### src/hdl/ibc_pkg.sv
// Shared widths, constants and the arctangent table for the isotropic binary
// collision pipeline. Used by the top level, the square root and the CORDIC unit.
// No dependencies.
`default_nettype none

package ibc_pkg;

	// Field widths
	localparam int VEL_W      = 32;
	localparam int MASS_W     = 32;
	localparam int FRAC_W     = 32;
	localparam int SPC_IN_W   = 2;
	localparam int CFG_IDX_W  = 2;

	// Configuration
	localparam int             NUM_MASS_REGS   = 4;
	localparam int             DEF_NUM_SPECIES = 4;
	localparam logic [MASS_W-1:0] MASS_RESET   = 32'd65536;

	// Q1.30 weights
	localparam int             W_W         = 31;
	localparam logic [W_W-1:0] ONE_Q30     = 31'h4000_0000;
	localparam logic [W_W-1:0] HALF_Q30    = 31'h2000_0000;
	localparam logic [W_W-1:0] HALF_PI_Q30 = 31'd1686629713;

	// Square root unit
	localparam int RAD_W      = 66;
	localparam int ROOT_W     = 33;
	localparam int REM_W      = 36;
	localparam int SQRT_STEPS = 33;

	// Weight divider
	localparam int DIV_STEPS  = 31;
	localparam int TOT_W      = 33;
	localparam int NUM_W      = 63;

	// CORDIC unit
	localparam int                 CS_W         = 34;
	localparam int                 Z_W          = 33;
	localparam int                 CORDIC_STEPS = 31;
	localparam logic [CS_W-1:0]    CORDIC_GAIN  = 34'd652032874;

	// Arctangent of 2^-i in Q2.30 radians
	function automatic logic [31:0] atan_q30(input logic [4:0] i);
		logic [31:0] a;
		begin
			case (i)
				5'd0:  a = 32'h3243F6A8;
				5'd1:  a = 32'h1DAC6705;
				5'd2:  a = 32'h0FADBAFC;
				5'd3:  a = 32'h07F56EA6;
				5'd4:  a = 32'h03FEAB76;
				5'd5:  a = 32'h01FFD55B;
				5'd6:  a = 32'h00FFFAAA;
				5'd7:  a = 32'h007FFF55;
				5'd8:  a = 32'h003FFFEA;
				5'd9:  a = 32'h001FFFFD;
				5'd10: a = 32'h000FFFFF;
				5'd11: a = 32'h0007FFFF;
				5'd12: a = 32'h0003FFFF;
				5'd13: a = 32'h0001FFFF;
				5'd14: a = 32'h0000FFFF;
				5'd15: a = 32'h00007FFF;
				5'd16: a = 32'h00003FFF;
				5'd17: a = 32'h00001FFF;
				5'd18: a = 32'h00000FFF;
				5'd19: a = 32'h000007FF;
				5'd20: a = 32'h000003FF;
				5'd21: a = 32'h000001FF;
				5'd22: a = 32'h000000FF;
				5'd23: a = 32'h0000007F;
				5'd24: a = 32'h0000003F;
				5'd25: a = 32'h0000001F;
				5'd26: a = 32'h0000000F;
				5'd27: a = 32'h00000008;
				5'd28: a = 32'h00000004;
				5'd29: a = 32'h00000002;
				5'd30: a = 32'h00000001;
				default: a = 32'h00000000;
			endcase
			return a;
		end
	endfunction

endpackage

`default_nettype wire

### src/hdl/ibc_isqrt.sv
// Pipelined floor square root of a 66-bit radicand, one result bit per stage.
// Depends on ibc_pkg.
`default_nettype none

module ibc_isqrt
	import ibc_pkg::*;
(
	input  logic              clk,
	input  logic              en,
	input  logic [RAD_W-1:0]  rad,
	output logic [ROOT_W-1:0] root
);

	logic [ROOT_W-1:0] root_s [1:SQRT_STEPS];
	logic [REM_W-1:0]  rem_s  [1:SQRT_STEPS-1];
	logic [RAD_W-1:0]  rad_s  [1:SQRT_STEPS-1];

	genvar j;
	generate
		for (j = 0; j < SQRT_STEPS; j++) begin : g_step
			localparam int BIT = 2 * (SQRT_STEPS - 1 - j);
			logic [ROOT_W-1:0] root_in;
			logic [REM_W-1:0]  rem_in;
			logic [REM_W-1:0]  rem_sh;
			logic [REM_W-1:0]  trial;
			logic [RAD_W-1:0]  rad_in;
			logic              ge;

			if (j == 0) begin : g_first
				assign root_in = '0;
				assign rem_in  = '0;
				assign rad_in  = rad;
			end else begin : g_next
				assign root_in = root_s[j];
				assign rem_in  = rem_s[j];
				assign rad_in  = rad_s[j];
			end

			// bring down the next bit pair and try the trial subtrahend
			always_comb begin
				rem_sh = {rem_in[REM_W-3:0], rad_in[BIT+1:BIT]};
				trial  = {1'b0, root_in, 2'b01};
				ge     = (rem_sh >= trial);
			end

			always_ff @(posedge clk) begin
				if (en) begin
					root_s[j+1] <= {root_in[ROOT_W-2:0], ge};
				end
			end

			// carry remainder and radicand only while later steps need them
			if (j < SQRT_STEPS - 1) begin : g_carry
				always_ff @(posedge clk) begin
					if (en) begin
						rem_s[j+1] <= ge ? rem_sh - trial : rem_sh;
						rad_s[j+1] <= rad_in;
					end
				end
			end
		end
	endgenerate

	assign root = root_s[SQRT_STEPS];

endmodule

`default_nettype wire

### config.mk
export PLATFORM = sky130hd
export DESIGN_NAME = ibc_isqrt
export DESIGN_NICKNAME = d
export VERILOG_FILES = /design/src/hdl/ibc_pkg.sv /design/src/hdl/ibc_isqrt.sv
export SDC_FILE = /design/constraint.sdc
export NUM_CORES = 2
export LEC_CHECK = 0
export ABC_AREA = 0
export BUFFER_PORTS_ARGS = -buffer_cell sky130_fd_sc_hd__buf_2
export CORE_ASPECT_RATIO = 2
export CORE_MARGIN = 5
export CORE_UTILIZATION = 40
export CTS_BUF_LIST = sky130_fd_sc_hd__clkbuf_4 sky130_fd_sc_hd__clkbuf_8
export DETAILED_ROUTE_END_ITERATION = 7
export PLACE_DENSITY = 0.54
export SLEW_MARGIN = 30
export SYNTH_ARGS = -nofsm -noshare
export SYNTH_HDL_FRONTEND = slang
export SYNTH_MEMORY_MAX_BITS = 65536
export SYNTH_SLANG_ARGS = --single-unit
### constraint.sdc
create_clock -name clk -period 6.95 [get_ports clk]
set_clock_uncertainty 0.2 [all_clocks]
set_input_delay 0 -clock clk [delete_from_list [all_inputs] [get_ports clk]]
set_output_delay 0 -clock clk [all_outputs]
set_load 0.03 [all_outputs]
Word level (Yosys, flattened, before mapping)
Memory sizes are Yosys's and may differ from the RTL's.
Index checks and enable logic that the tools add are counted.
- bits in registers: 0
- memory bits (writable): 4353
- bits of input ports: 68
- output and inout bits: 33
- logic and storage cells: 102
- memories: 3
- $add $sub $neg: 32
- magnitude comparators: 33
- muxes and demuxes: 34
- memories (memory ; depth ; width ; rd ports ; clocked after Yosys merged registers in ; write ports ; line ; text):
    rad_s ; 32 ; 66 ; 32 ; 0 ; 32 ; ibc_isqrt.sv:16 ; logic [RAD_W-1:0] rad_s [1:SQRT_STEPS-1];
    rem_s ; 32 ; 36 ; 32 ; 0 ; 32 ; ibc_isqrt.sv:15 ; logic [REM_W-1:0] rem_s [1:SQRT_STEPS-1];
    root_s ; 33 ; 33 ; 33 ; 0 ; 33 ; ibc_isqrt.sv:14 ; logic [ROOT_W-1:0] root_s [1:SQRT_STEPS];
- operator list (operator ; number):
    36-bit by 35-bit greater-or-equal comparator with 1-bit output ; 32
    36-bit two-way mux ; 32
    36-bit by 35-bit subtractor with 36-bit output ; 31
    2-bit by 1-bit subtractor with 3-bit output, second input constant ; 1
    2-bit by 1-bit greater-or-equal comparator with 1-bit output, second input constant ; 1
    1-bit two-way mux ; 2

Longest topological paths before layout
An unclocked memory read counts as a cell.
- word-level depth: 3
- depth in mapped cells: 15
- gate-level depth less buffers: 13

Least setup slack after synthesis
Ideal clock, no wire load.
- kind: register -> register
- start: reg rem_s[3][227] (netlist name)
- end: reg rem_s[3][263] (netlist name)
- setup time: 270 ps
- arrival: 3207 ps
- required time: 6480 ps
- slack: 3273 ps
- cell stages (with the launch flop): 14
- buffers on the path: 2
- clock period less this slack: 3677 ps
- cell sequence: edfxtp_1 > ha_1 > a21o_1 > a221o_1 > a41oi_1 > o221ai_1 > or3b_2 > a31oi_1 > nor3b_1 > or2_2 > clkbuf_1 > clkbuf_1 > nor2_1 > a21oi_1

==> flow_summary_export.csv <==
group,metric,value,unit
power_and_ir_drop,ir_worst_vdd,0.208,mV
yosys,avgSynthCellArea,13.0,um2
cts,ctsRootBufferMaster,"clkbuf_8",
yosys,synth-seq-area-share,65.0,%
yosys,ys_async_sr_fraction,0,%
routing,routed_via_density,5.32,
critical_path,path_class,"reg -> reg",
finish,drive_gt1_share,9.44,%
yosys,synth_enable_flop_cells,2654,
global_route,grt_overflow,0,
critical_path,worstSetupEndpointType,"register",
cts,cts.sinks,2654,
yosys,synth_warnings,0,
yosys,post-synth-top-area-cell,"edfxtp_1",
yosys,ys_ff_latch,2654,
placement,place_inst,13500,
cts,numCtsBuffers,397,
power_and_ir_drop,p_per_area,325,mW/mm2
cts,cts-htree-levels,5,
power_and_ir_drop,total_power,45.2,mW
cts,path_clk_slew,0.07,ns
global_route,grt_max_degree,177,
routing,drc,0,
die,start_util,40.1,%
die,io_pins,101,
placement,place.gp.congestion,0.991,
timing,rsz0062_at_grt,"false",
die,die-area,0.319,mm2
finish,fin_cells,14500,
routing,wl_per_cell,24.6,um
routing,ant_nets,0,
finish,nFillCells,27300,
global_route,grt_util_all_layers,21.7,%
finish,synthToLayoutAreaGrowth,13.2,%
cts,clock_latency,1.11,ns
routing,first_pass_iters,6,
placement,postPlaceCellArea,0.129,mm2
timing,finalCritPeriodShare,77.7,%
cts,clockBufferDepth,4,
finish,final_cell_mix,"edfxtp_1 (2654), inv_1 (735), nand2_1 (681)",
finish,finalInstanceArea,0.139,mm2
critical_path,start_kind,"register",
power_and_ir_drop,cellLeakagePower,52.9,nW
yosys,synth.cell_area,0.123,mm2
routing,vias,77000,
global_route,antenna_found_initial,25,
worst_hold_path,hold_class,"in -> reg",
timing,worst_pin_slew,1.12,ns
timing,finalHoldViolations,0,
global_route,grt_pass1_wl,507000,um
timing,max_freq,185,MHz
finish,post-route-util,45.5,%
placement,dp_hpwl,269000,um
die,die_x,402,um
outcome,status,"finished, final reports clean",
die,die_y,793,um
yosys,synthCells,9452,
global_route,grt_pass1_vias,83100,
critical_path,crit_required,7.56,ns
routing,wl,356000,um
yosys,ys_top_cells_by_area,"edfxtp_1 (65%), ha_1 (6.1%), xnor2_1 (3.2%)",
routing,drt-initial-drc-count,3805,
job,maxCapViolations,0,
timing,setup_viol,0,
yosys,synth_ff_type,"edfxtp_1",
timing,whs,0.121,ns
finish,fin_nets,10700,
critical_path,crit_arrival,6.01,ns
placement,port_buffers,100,
cts,cts_resized,0,
timing,tns,0,ns
finish,final_common_cell,"edfxtp_1",
placement,place_ws,1.70,ns
critical_path,cp_max_fo,14,
timing,final.min_clock_period,5.40,ns
yosys,synth.top_cell.area_share,65.0,%
yosys,synth.net_count,10100,
timing,slew_headroom,25.1,%
timing,drv_slew,0,
timing,setup_slack,1.55,ns
die,coreArea,0.306,mm2
cts,cts_tree,"built",
die,rows,287,
yosys,yosysUniqueCellTypes,86,
[layer usage]
metal,share of wire [%],GRT usage [%]
met5,0.012,0
met1,24,13.2
met2,60,46.5
met4,13,23.9
met3,3.3,3.25
[area by class of cell]
class	instances	area, um2	share of cell area [%]
Tap cell	4046	5060	3.64
Antenna cell	28	70.1	0.0504
Sequential cell	2654	79700	57.4
Timing Repair Buffer	414	3760	2.71
Clock inverter	206	1480	1.06
Multi-Input combinational cell	5875	39800	28.6
Inverter	739	2770	2.00
Clock buffer	508	6310	4.54
[power by group]
group          internal [mW]  total (mW)  leakage (nW)  switching, mW
logic                   4.02        10.4          23.3           6.42
registers               20.3        21.8          25.5           1.54
clock network           6.64        13.0          4.10           6.32
[cell usage after synthesis, drive strengths merged, types with 24 or more instances]
library cell,instances
clkbuf,158
a31oi,62
or3,96
and2,24
a211oi,56
nor2,537
buf,26
xor2,437
nand4,94
o31ai,42
o21bai,61
nor3,225
ha,596
or2,31
o21ai,558
nor2b,88
xnor2,448
and3,55
or4,63
nand2,682
nor4,131
edfxtp,2654
nand2b,125
nand3,156
o211ai,34
o21a,100
a21o,261
mux2,53
a21oi,580
inv,737
[logic make-up (layout without fill, tap and decap cells)]
logic type	count (synthesis)	count (layout)	share of synthesized area (%)
adders and majority gates	596	596	6.08
muxes	57	57	0.519
and+or+nand+nor	2396	2396	9.58
AOI/OAI and AO/OA	1940	1940	9.70
other	1	29	0.00306
xor gates and xnor gates	885	885	6.32
buffers and inverters	923	1867	2.84
DFF	2654	2654	65.0
[flip-flops by register name (all words and copies together) (netlist names)]
name    count
root_s    561
rem_s    1037
rad_s    1056
[worst max-delay path, stage by stage, from the launching register on]
cell,delay [ns]
edfxtp_1,0.45
or4_1,0.58
or3_1,0.39
or4b_1,0.57
nor3_1,0.88
nand4_1,0.83
o21ai_1,0.43
nor4_1,0.09
buf_4,0.20
nand2b_1,0.23
nor3_1,0.09
xor2_1,0.16
[path summary, 6_finish.rpt]
kind	startpoint	end	slack [ns]	cells after the start
worst min register to register	rad_s[0][282]	rad_s[0][348]	0.17	0
worst max register to register	rem_s[0][202]	rem_s[0][231]	1.55	11
worst max-delay path	rem_s[0][202]	rem_s[0][231]	1.55	11
worst min-delay path	rad[17]	rad_s[0][83]	0.12	3
[repair_timing]
item                                    CTS  global route
hold buffers                            197             0
buffers inserted                          0             0
endpoints found under the hold margin  1640             0
(Power assumes the default switching activity.)
